===== src/design/lphi_pkg.sv =====
package lphi_pkg;

   // Field widths of the channels and the size register
   localparam int KEY_W  = 31;
   localparam int SIZE_W = 11;
   localparam int OUT_W  = 10;

   // Reset value of the size register
   localparam int SIZE_RESET = 1024;

   // Remainder unit: dividend padded to DIV_W bits, DIV_BITS bits retired per cycle
   localparam int DIV_W    = 32;
   localparam int DIV_BITS = 4;
   localparam int DIV_CYC  = DIV_W / DIV_BITS;
   localparam int DIV_CW   = $clog2(DIV_CYC);

   typedef logic [KEY_W-1:0]  key_type;
   typedef logic [SIZE_W-1:0] size_type;
   typedef logic [OUT_W-1:0]  out_type;

endpackage


===== src/design/lphi_mod.sv =====
// Remainder of a key by the table size, restoring method, DIV_BITS bits per cycle
module lphi_mod (
   input  logic               clock,
   input  logic               reset,
   input  logic               start,
   input  lphi_pkg::key_type  dividend,
   input  lphi_pkg::size_type divisor,
   output logic               done,
   output lphi_pkg::size_type remainder
);
   import lphi_pkg::*;

   logic                busy_ff, busy_in;
   logic                done_ff, done_in;
   logic [DIV_CW-1:0]   cnt_ff, cnt_in;
   logic [DIV_W-1:0]    sh_ff, sh_in;
   size_type            rem_ff, rem_in;

   // Next remainder and shifted dividend after DIV_BITS steps, as done in each busy cycle
   logic [DIV_W-1:0]    step_sh;
   size_type            step_rem;

   always_comb begin
      logic [SIZE_W:0] trial;
      step_sh  = sh_ff;
      step_rem = rem_ff;
      for (int i = 0; i < DIV_BITS; i++) begin
         trial = {step_rem, step_sh[DIV_W-1]};
         if (trial >= {1'b0, divisor}) begin
            trial = trial - {1'b0, divisor};
         end
         step_rem = trial[SIZE_W-1:0];
         step_sh  = {step_sh[DIV_W-2:0], 1'b0};
      end
   end

   // Sequencing of the iterations
   always_comb begin
      busy_in = busy_ff;
      done_in = 1'b0;
      cnt_in  = cnt_ff;
      sh_in   = sh_ff;
      rem_in  = rem_ff;
      if (start) begin
         busy_in = 1'b1;
         cnt_in  = '0;
         sh_in   = {{(DIV_W-KEY_W){1'b0}}, dividend};
         rem_in  = '0;
      end else if (busy_ff) begin
         sh_in  = step_sh;
         rem_in = step_rem;
         cnt_in = cnt_ff + DIV_CW'(1);
         if (cnt_ff == DIV_CW'(DIV_CYC - 1)) begin
            busy_in = 1'b0;
            done_in = 1'b1;
         end
      end
   end

   always_ff @(posedge clock) begin
      if (reset) begin
         busy_ff <= 1'b0;
         done_ff <= 1'b0;
         cnt_ff  <= '0;
      end else begin
         busy_ff <= busy_in;
         done_ff <= done_in;
         cnt_ff  <= cnt_in;
      end
      sh_ff  <= sh_in;
      rem_ff <= rem_in;
   end

   assign done      = done_ff;
   assign remainder = rem_ff;

endmodule

===== config.mk =====
export PLATFORM = sky130hd
export DESIGN_NAME = lphi_mod
export DESIGN_NICKNAME = d
export VERILOG_FILES = /design/src/design/lphi_pkg.sv /design/src/design/lphi_mod.sv
export SDC_FILE = /design/constraint.sdc
export NUM_CORES = 1
export LEC_CHECK = 0
export BUFFER_PORTS_ARGS = -buffer_cell sky130_fd_sc_hd__buf_4
export CORE_UTILIZATION = 60
export CTS_CLUSTER_DIAMETER = 150
export DETAILED_ROUTE_END_ITERATION = 10
export PLACE_DENSITY = 0.87
export SLEW_MARGIN = 25
export SYNTH_ARGS = -nofsm -noshare
export SYNTH_HDL_FRONTEND = slang
export SYNTH_SLANG_ARGS = --single-unit

===== constraint.sdc =====
create_clock -name clock -period 21.7 [get_ports clock]
set_clock_uncertainty 0.1 [all_clocks]
set_input_delay 3.255 -clock clock [delete_from_list [all_inputs] [get_ports clock]]
set_output_delay 3.255 -clock clock [all_outputs]
set_load 0.05 [all_outputs]

* After elaboration in Yosys (flattened, before gate mapping) *
Index checks and enable logic that the tools add are counted.

storage, ports and cells
  register bits = 48
  bits of input ports = 45

cells by class
  add/subtract/negate cells = 5
  magnitude comparators = 4
  eq/ne operators = 1
  muxes and demuxes = 10
  bitwise operators = 1
  reduce and logical (&&, ||, !) cells = 3

operators with widths
  operator             number
  $mux 31              2
  $ge 12x11->1         4
  $mux 11              4
  $sub 11x11->11       4
  $mux 1               4
  $add 3x1->3 const B  1
  $eq 3x3->1 const B   1
  $reduce_or 3->1      1
  $reduce_bool 2->1    1
  $reduce_or 2->1      1
  $not 1->1            1

* Longest topological paths before layout *
Gate-level depths: netlist (run 1).

  depth after elaboration = 8
  gate-level depth with buffers = 43
  depth with buffers taken out = 39

* Worst setup path before layout (run 1) *
Ideal clock, no wire load.

  kind = input -> register
  start = in divisor[0]
  end = reg rem_ff[2] (netlist: remainder[2])
  setup time = 137 ps
  arrival time = 11344 ps
  required time = 21463 ps
  path slack = 10119 ps
  stages on the path = 38
  buffers on the path = 4
  path through = ha_1 > fa_1 > nand2b_1 > a211oi_1 > o31ai_1 > nand3b_1 > clkbuf_1 > mux2_2 > ha_1 > and3_1 > a221oi_2 > o21ai_1 > a22o_1 > a311o_1 > buf_1 > mux2_2 > ha_1 > and3_1 > (+2 left out) > a21oi_1 > o21ai_0 > a211o_4 > buf_6 > a21oi_1 > inv_1 > fa_1 > nor2b_1 > o21ai_0 > a31oi_1 > o221a_2 > o21ai_0 > nand2b_1 > nor2_1 > mux2i_2 > buf_6 > mux2i_1 > a211oi_2

on the way
  cells in the longest elaborated chain, start to end = 8
  elaborated cells on any way between the ends = 12
  classes of those cells = add/sub (4); order compare (4); mux (4)

ends and longest elaborated chain
  element                                         line                            text
  from (decl)                                     lphi_mod.sv:7                   input lphi_pkg::size_type divisor,
  $sub 11x11->11 or $ge 12x11->1 (tied branches)  lphi_mod.sv:30, lphi_mod.sv:29
  $mux 11                                         lphi_mod.sv:29                  if (trial >= {1'b0, divisor}) begin
  $sub 11x11->11 or $ge 12x11->1 (tied branches)  lphi_mod.sv:30, lphi_mod.sv:29
  $mux 11                                         lphi_mod.sv:29
  $ge 12x11->1 or $sub 11x11->11 (tied branches)  lphi_mod.sv:29, lphi_mod.sv:30
  $mux 11                                         lphi_mod.sv:29
  $sub 11x11->11 or $ge 12x11->1 (tied branches)  lphi_mod.sv:30, lphi_mod.sv:29
  $mux 11 *                                       lphi_mod.sv:29
  to (signal assigned)                            lphi_mod.sv:71                  rem_ff <= rem_in;
  to (decl)                                       lphi_mod.sv:17                  size_type rem_ff, rem_in;

Every way passes the cells marked *; elsewhere a longest branch is shown, timed or not.
A chain may end at the register's enable or synchronous reset.

* Worst setup path after layout (run 1) *
  start = in divisor[0]
  end = reg rem_ff[0] (netlist: remainder[0])

on the way
  cells in the longest elaborated chain, start to end = 8
  elaborated cells on any way between the ends = 12
  classes of those cells = add/sub (4); order compare (4); mux (4)

ends and longest elaborated chain
  element                                         line
  $sub 11x11->11 or $ge 12x11->1 (tied branches)  lphi_mod.sv:30, lphi_mod.sv:29
  $mux 11                                         lphi_mod.sv:29
  $sub 11x11->11 or $ge 12x11->1 (tied branches)  lphi_mod.sv:30, lphi_mod.sv:29
  $mux 11                                         lphi_mod.sv:29
  $sub 11x11->11 or $ge 12x11->1 (tied branches)  lphi_mod.sv:30, lphi_mod.sv:29
  $mux 11                                         lphi_mod.sv:29
  $ge 12x11->1                                    lphi_mod.sv:29
  $mux 11 *                                       lphi_mod.sv:29

Marks and branches as above.

==> flow_summary.toml, run 1 <==
[die]
num_rows = 30
die_area_um2 = 7516
io_pins = 57
core-area_um2 = 6869
die_x_um = 86.70
start_util_pct = 62.66
dieHeight_um = 86.70

[logic_synthesis]
synthArstFlopShare_pct = 0
ys_ff_latch = 48
synth_cells = 443
syn_area_per_cell_um2 = 9.716
synthesis.area_um2 = 4304
synth_seq_area_share_pct = 29.53
yosys_warnings = 0
synth_nets = 538
synth_edf_count = 31
synthFlopType = "edfxtp_1"
synth.distinct_cells = 61

[sta]
slew_violations = 0
max_freq_ghz = 0.07954
min_period_ns = 12.57
slew-limit-headroom_pct = 49.18
fin_hold_ws_ns = 0.3955
finalHoldViolCount = 0
fin_setup_tns_ns = 0
tightest_slew_ns = 0.7475
rsz0062_at_grt = "false"
fin_crit_sh_pct = 57.94
setup_viol = 0

[cells_and_area]
drive_above_1_share_pct = 24.55
layout_commonest_cell = "buf_4"
fin_cells = 593
diodes = 0
layout_common_cells = "buf_4 (57), mux2_2 (48), ha_1 (46)"
areaGrowthSynthToFinish_pct = 14.51
finalNetCount = 591
n_fill_cell = 526

[cts]
clk_path_buf_depth = 2
insertion_delay_ns = 0.30
cts_max_level = 2
cts_made_buffers = 5
post-cts-setup-buffers = 0
clock_sinks = 48
cts_resized = 0
tritoncts = "built"
clk_pin_slew_ns = 0.09
cts_root_buf = "clkbuf_8"
ctsHoldBuffers = 0

[critical_path]
cp-end-kind = "flop"
crit_path_max_incr_delay_ns = 0.61
required_ns = 21.82
cp.depth = 37
crit_buf_inv = 3
crit_path_start = "divisor[0]"
crit_arrival_ns = 12.69
slowest_stage = "mux2i_2"
path_max_fanout = 14
rrSetupSlack_ns = 11.80
r2r_end = "remainder[0]"
crit_type = "input pin to flop"
startpoint_type = "input pin"
crit_family = "compound AO/OA/AOI/OAI gates"
reg2reg_depth = 37
rr_startpoint = "sh_ff[31]"

[detailed_routing]
first_pass_iters = 5
ant_nets = 0
drt-initial-drc-count = 212
drc = 0
vias_per_cell = 6.145
wl_mm = 10.98
via_count = 3644
wire_per_inst_um = 18.52

[hold_path]
min_from = "sh_ff[27]"
worstHoldEndpoint = "sh_ff[31]"
hold_path_class = "flop to flop"
worstHoldPathCells = 2

[placement]
dp_cells = 585
dp_hpwl_mm = 8.557
place_congestion = 0.9447
io_buffer_count = 56

[global_routing]
grt_pass1_wl_mm = 17.25
grt_use_total_pct = 30.33
gr-total-overflow = 0
antenna_found_initial = 0
grt_pass1_vias = 3545
grt_max_degree = 43

[status]
status = "finished clean"

[run]
cap_violations = 0
-- layer usage --
metal | GRT usage, % | part of all wire, %
met3 | 5.524 | 5.5
met1 | 39.76 | 44
met4 | 10.15 | 3.1
met2 | 50.58 | 47
met5 | 0 | 0
-- logic make-up after synthesis --
| family | after synthesis | synth area share [%] |
|---|---|---|
| compound gates | 100 | 16.13 |
| fa+ha+maj | 50 | 15.23 |
| mux | 61 | 15.67 |
| buf+inv | 37 | 3.575 |
| simple gates | 116 | 13.55 |
| flops | 48 | 29.53 |
| xor+xnor | 31 | 6.308 |
-- area by class of cell --
| type | count | area (µm²) | area share (%) |
|---|---|---|---|
| clock buffers | 6 | 72.57 | 1.472 |
| multi-input cells | 358 | 2879 | 58.42 |
| repair buffers | 57 | 427.9 | 8.682 |
| clock inverters | 2 | 60.06 | 1.219 |
| inverters | 26 | 97.59 | 1.980 |
| flip-flops and latches | 48 | 1271 | 25.79 |
| well taps | 96 | 120.1 | 2.437 |
-- how the worst max path moves through the flow --
| stage | slack, ns | to |
|---|---|---|
| finish | 9.13 | remainder[0] |
| global route | 8.39 | remainder[0] |
| CTS | 9.27 | remainder[0] |
| detailed placement | 9.03 | remainder[0] |
| global placement | 9.35 | remainder[0] |
| floorplan | 10.12 | remainder[2] |
-- stage by stage --
stage               instance area [µm²]  setup slack (ns)  util (%)
floorplan                          4304             10.12         -
global placement                   4796             9.353     69.82
detailed placement                 4796             9.026     69.82
CTS                                4928             9.269     71.75
global route                       4928             8.392     71.75
finish                             4928             9.128     71.75
-- synth_stat cells (5+ instances only) --
| cell | number | area, µm² |
|---|---|---|
| mux2_2 | 48 | 540.5 |
| edfxtp_1 | 31 | 930.9 |
| mux2i_1 | 12 | 120.1 |
| nor3_1 | 9 | 45.04 |
| dfxtp_1 | 17 | 340.3 |
| and2_1 | 6 | 37.54 |
| a21oi_1 | 23 | 115.1 |
| o21ai_0 | 20 | 100.1 |
| nand2b_1 | 5 | 31.28 |
| xnor2_1 | 18 | 157.7 |
| nor2b_1 | 8 | 50.05 |
| nor2_1 | 31 | 116.4 |
| ha_1 | 46 | 575.6 |
| xor2_1 | 13 | 113.9 |
| a21o_1 | 11 | 82.58 |
| inv_1 | 26 | 97.59 |
| clkbuf_1 | 5 | 18.77 |
| and3_1 | 7 | 43.79 |
| nand2_1 | 29 | 108.9 |
-- registers in the layout, summed over array words and instances (netlist names) --
signal and cells:
sh_ff 32, busy_ff 1, done 1, remainder 11, cnt_ff 3
-- worst register-to-register path, delay by kind of cell (launching register included) --
family                   cells  cell delay, ns
adder cells (fa/ha/maj)      5            1.71
multiplexers                 4            1.80
AO/OA/AOI/OAI               16            3.96
flip-flops                   1            0.39
AND/OR/NAND/NOR              9            1.50
buffers and inverters        3            0.35
Power of run 1 is not shown: default switching activity piles up to over one toggle a cycle in this logic, so the estimate is an artifact.
==> inputs of run 2 (changes only) <==
CORE_UTILIZATION = 53   (was 60)
PLACE_DENSITY = 0.81   (was 0.87)
clock period = 11 ns   (was 21.7 ns; I/O delays follow)
==> run 2 against run 1 <==
Non-clock buffer count is 1 higher. Setup slack worse by 8.4 ns. Sequential share of layout area is 0.19 points higher. Die area rose by 13%. Count of clock-buffer cells in the layout grew 1. Wire length decreased by 4.0%.
==> flow_summary.toml, run 2 (synthesized netlist as in run 1, its figures left out) <==
[placement]
dp_cells = 592
dp_hpwl_mm = 8.372
place_congestion = 0.9637
place_ws_ns = 0.4731
io_buffer_count = 56

[cts]
ctsHoldBuffers = 0
cts_root_buf = "clkbuf_8"
clock_sinks = 48
clk_path_buf_depth = 2
cts_made_buffers = 5
cts_resized = 0
cts_max_level = 2
clk_pin_slew_ns = 0.09
post-cts-setup-buffers = 0
tritoncts = "built"
insertion_delay_ns = 0.30

[critical_path]
crit_type = "input pin to flop"
required_ns = 11.13
r2r_end = "remainder[0]"
slowest_stage = "a311o_1"
crit_family = "compound AO/OA/AOI/OAI gates"
crit_buf_inv = 3
rrSetupSlack_ns = 1.75
crit_arrival_ns = 10.42
crit_path_max_incr_delay_ns = 0.49
reg2reg_depth = 37
rr_startpoint = "sh_ff[31]"
cp-end-kind = "flop"
path_max_fanout = 14
startpoint_type = "input pin"

[sta]
slew-limit-headroom_pct = 55.26
fin_setup_tns_ns = 0
finalHoldViolCount = 0
fin_crit_sh_pct = 93.54
setup_viol = 0
max_freq_ghz = 0.09719
tightest_slew_ns = 0.6702
slew_violations = 0
rsz0062_at_grt = "false"
setup_ws_ns = 0.7109
min_period_ns = 10.29

[run]
cap_violations = 0

[cells_and_area]
layout_common_cells = "buf_4 (58), mux2_2 (48), ha_1 (46)"
drive_above_1_share_pct = 24.70
n_fill_cell = 675
finalNetCount = 592
diodes = 0
areaGrowthSynthToFinish_pct = 13.66
layout_commonest_cell = "buf_4"
regMostFlops = "sh_ff"
fin_cells = 600
largest_reg_flops = 32

[detailed_routing]
vias_per_cell = 5.982
drc = 0
wire_per_inst_um = 17.56
drt-initial-drc-count = 207
first_pass_iters = 4
wl_mm = 10.54
via_count = 3589
ant_nets = 0

[global_routing]
gr-total-overflow = 0
grt_pass1_vias = 3591
grt_max_degree = 43
grt_use_total_pct = 25.08
grt_pass1_wl_mm = 16.47
antenna_found_initial = 0

[hold_path]
hold_path_class = "flop to flop"
worstHoldEndpoint = "sh_ff[31]"
min_from = "sh_ff[27]"
worstHoldPathCells = 2

[die]
num_rows = 32
die_area_um2 = 8485
die_x_um = 92.12
io_pins = 57
dieHeight_um = 92.12
core-area_um2 = 7807
start_util_pct = 55.13

[status]
status = "finished clean"
-- run 2: cell types whose count changed in the layout (fill, tap and decap cells not counted), sizes merged --
| cell | before | now |
|---|---|---|
| buf | 57 | 58 |
| clkinv | 0 | 1 |
| bufinv | 2 | 0 |
| clkbuf | 6 | 7 |
-- run 2: worst max path at each step --
stage | start | end | cells after the start | slack, ns
2_1_floorplan | divisor[0] | remainder[2] | 38 | 1.02
3_3_place_gp | divisor[0] | remainder[0] | 37 | 0.76
3_5_place_dp | divisor[0] | remainder[0] | 38 | 0.47
4_1_cts | divisor[0] | remainder[0] | 38 | 0.78
5_1_grt | divisor[0] | remainder[0] | 38 | 0.12
6_report | divisor[0] | remainder[0] | 37 | 0.71
-- run 2: final cells by class --
cell class | count | area [µm²] | share of cell area, %
Sequential cell | 48 | 1271 | 25.98
Clock buffer | 7 | 76.32 | 1.560
Inverter | 26 | 97.59 | 1.995
Timing Repair Buffer | 58 | 435.4 | 8.900
Multi-Input combinational cell | 358 | 2879 | 58.85
Clock inverter | 1 | 5.005 | 0.1023
Tap cell | 102 | 127.6 | 2.609
-- run 2: through the flow --
| step | hold WS, ns | util [%] | cell area [µm²] |
|---|---|---|---|
| CTS | 0.4088 | 62.66 | 4892 |
| floorplan | 0.3565 | - | 4304 |
| global placement | 0.3717 | 61.62 | 4811 |
| detailed placement | 0.3942 | 61.62 | 4811 |
| finish | 0.3980 | 62.66 | 4892 |
| global route | 0.4502 | 62.66 | 4892 |
-- run 2: tightest hold or removal path, delay by kind of cell, from the launching register on --
family / cells / cell delay [ns]
and+or+nand+nor: 1 / 0.08
DFF: 1 / 0.33
muxes: 1 / 0.06
-- run 2: metal layers --
layer | GRT usage [%] | up-vias | share of wire [%]
li1 | - | 1750 | -
met1 | 31.33 | 1696 | 42
met2 | 42.91 | 108 | 49
met3 | 4.229 | 35 | 5.8
met4 | 10.03 | 0 | 3.7
met5 | 0 | - | 0
Power of run 2 is left out for the same reason.
==> inputs of run 3 (changes only) <==
RECOVER_POWER = 100   (was not set)
==> run 3 against run 2 <==
The run now ends with capacitance limit, slew limit left. Critical endpoint is now remainder[2]. Fmax decreased by 0.87%. Die area is the same. Critical path depth stayed put. Critical path type unchanged. Largest cell class unchanged. Global-route usage is the same. First-iteration DRC count is 15% higher. Utilization is 0.62 points lower.
==> flow_summary.toml, run 3 (synthesized netlist as in run 1, its figures left out) <==
[status]
status = "finished, violations left"
violations = "capacitance limit, slew limit"

[cts]
clk_path_buf_depth = 2
clock_sinks = 48
ctsHoldBuffers = 0
cts_root_buf = "clkbuf_8"
cts_max_level = 2
post-cts-setup-buffers = 0
tritoncts = "built"
insertion_delay_ns = 0.30
cts_made_buffers = 5
cts_resized = 0
clk_pin_slew_ns = 0.08

[detailed_routing]
wire_per_inst_um = 17.63
drc = 0
first_pass_iters = 5
drt-initial-drc-count = 238
via_count = 3613
vias_per_cell = 6.022
wl_mm = 10.58
ant_nets = 0

[placement]
dp_cells = 592
place_ws_ns = 0.4731
place_congestion = 0.9637
dp_hpwl_mm = 8.372
io_buffer_count = 56

[hold_path]
min_from = "sh_ff[27]"
worstHoldPathCells = 2
hold_path_class = "flop to flop"
worstHoldEndpoint = "sh_ff[31]"

[global_routing]
gr-total-overflow = 0
grt_use_total_pct = 25.08
grt_max_degree = 43
antenna_found_initial = 0
grt_pass1_wl_mm = 16.47
grt_pass1_vias = 3591

[sta]
setup_viol = 0
slew_violations = 43
min_period_ns = 10.38
max_freq_ghz = 0.09634
fin_setup_tns_ns = 0
slew-limit-headroom_pct = -30.44
finalHoldViolCount = 0
rsz0062_at_grt = "false"
setup_ws_ns = 0.6203
tightest_slew_ns = 1.957
fin_crit_sh_pct = 94.36

[cells_and_area]
layout_common_cells = "mux2_2 (47), ha_1 (46), buf_4 (45)"
diodes = 0
drive_above_1_share_pct = 21.69
regMostFlops = "sh_ff"
largest_reg_flops = 32
fin_cells = 600
n_fill_cell = 690
finalNetCount = 592
areaGrowthSynthToFinish_pct = 12.53
layout_commonest_cell = "mux2_2"

[die]
die_area_um2 = 8485
start_util_pct = 55.13
io_pins = 57
num_rows = 32
dieHeight_um = 92.12
die_x_um = 92.12
core-area_um2 = 7807

[critical_path]
crit_type = "input pin to flop"
crit_arrival_ns = 10.38
rrSetupSlack_ns = 1.66
crit_path_max_incr_delay_ns = 0.49
slowest_stage = "a311o_1"
cp-end-kind = "flop"
path_max_fanout = 14
startpoint_type = "input pin"
r2r_end = "remainder[2]"
required_ns = 11.00
rr_startpoint = "sh_ff[31]"
worst_path_most_repeated_cell = "ha_1"
reg2reg_depth = 37

[run]
cap_violations = 1
[run 3: layout make-up]
type	instances	area, µm²	area share (%)
Multi-Input combinational cell	358	2879	59.44
Sequential cell	48	1271	26.25
Timing Repair Buffer	58	386.6	7.982
Tap cell	102	127.6	2.635
Inverter	26	97.59	2.015
Clock buffer	7	76.32	1.576
Clock inverter	1	5.005	0.1033
[run 3: layer usage]
metal  global-route usage [%]  vias up  routed length [µm]
met4                    10.03        0                 377
met5                        0        -                   0
met2                    42.91      125                5089
li1                         -     1750                   -
met3                    4.229       32                 639
met1                    31.33     1706                4472
[run 3: per-stage QoR]
stage | hold slack [ns] | utilization, % | area (µm²)
2_1_floorplan | 0.3565 | - | 4304
3_5_place_dp | 0.3942 | 61.62 | 4811
3_3_place_gp | 0.3717 | 61.62 | 4811
5_1_grt | 0.4502 | 62.04 | 4843
4_1_cts | 0.4088 | 62.66 | 4892
6_report | 0.4009 | 62.04 | 4843
[run 3: worst max-delay path: cells and delay by family]
family	cells	cell delay (ns)
buffers and inverters	3	0.52
AND/OR/NAND/NOR	9	1.42
adder cells (fa/ha/maj)	5	1.64
multiplexers	5	1.51
AO/OA/AOI/OAI	15	3.61
[run 3: worst max-delay path by stage]
stage | from | slack, ns | cells past startpoint | endpoint
3_5_place_dp | divisor[0] | 0.47 | 38 | remainder[0]
4_1_cts | divisor[0] | 0.78 | 38 | remainder[0]
6_report | divisor[0] | 0.62 | 37 | remainder[2]
2_1_floorplan | divisor[0] | 1.02 | 38 | remainder[2]
5_1_grt | divisor[0] | 0.06 | 38 | remainder[2]
3_3_place_gp | divisor[0] | 0.76 | 37 | remainder[0]
Power of run 3 is left out for the same reason.
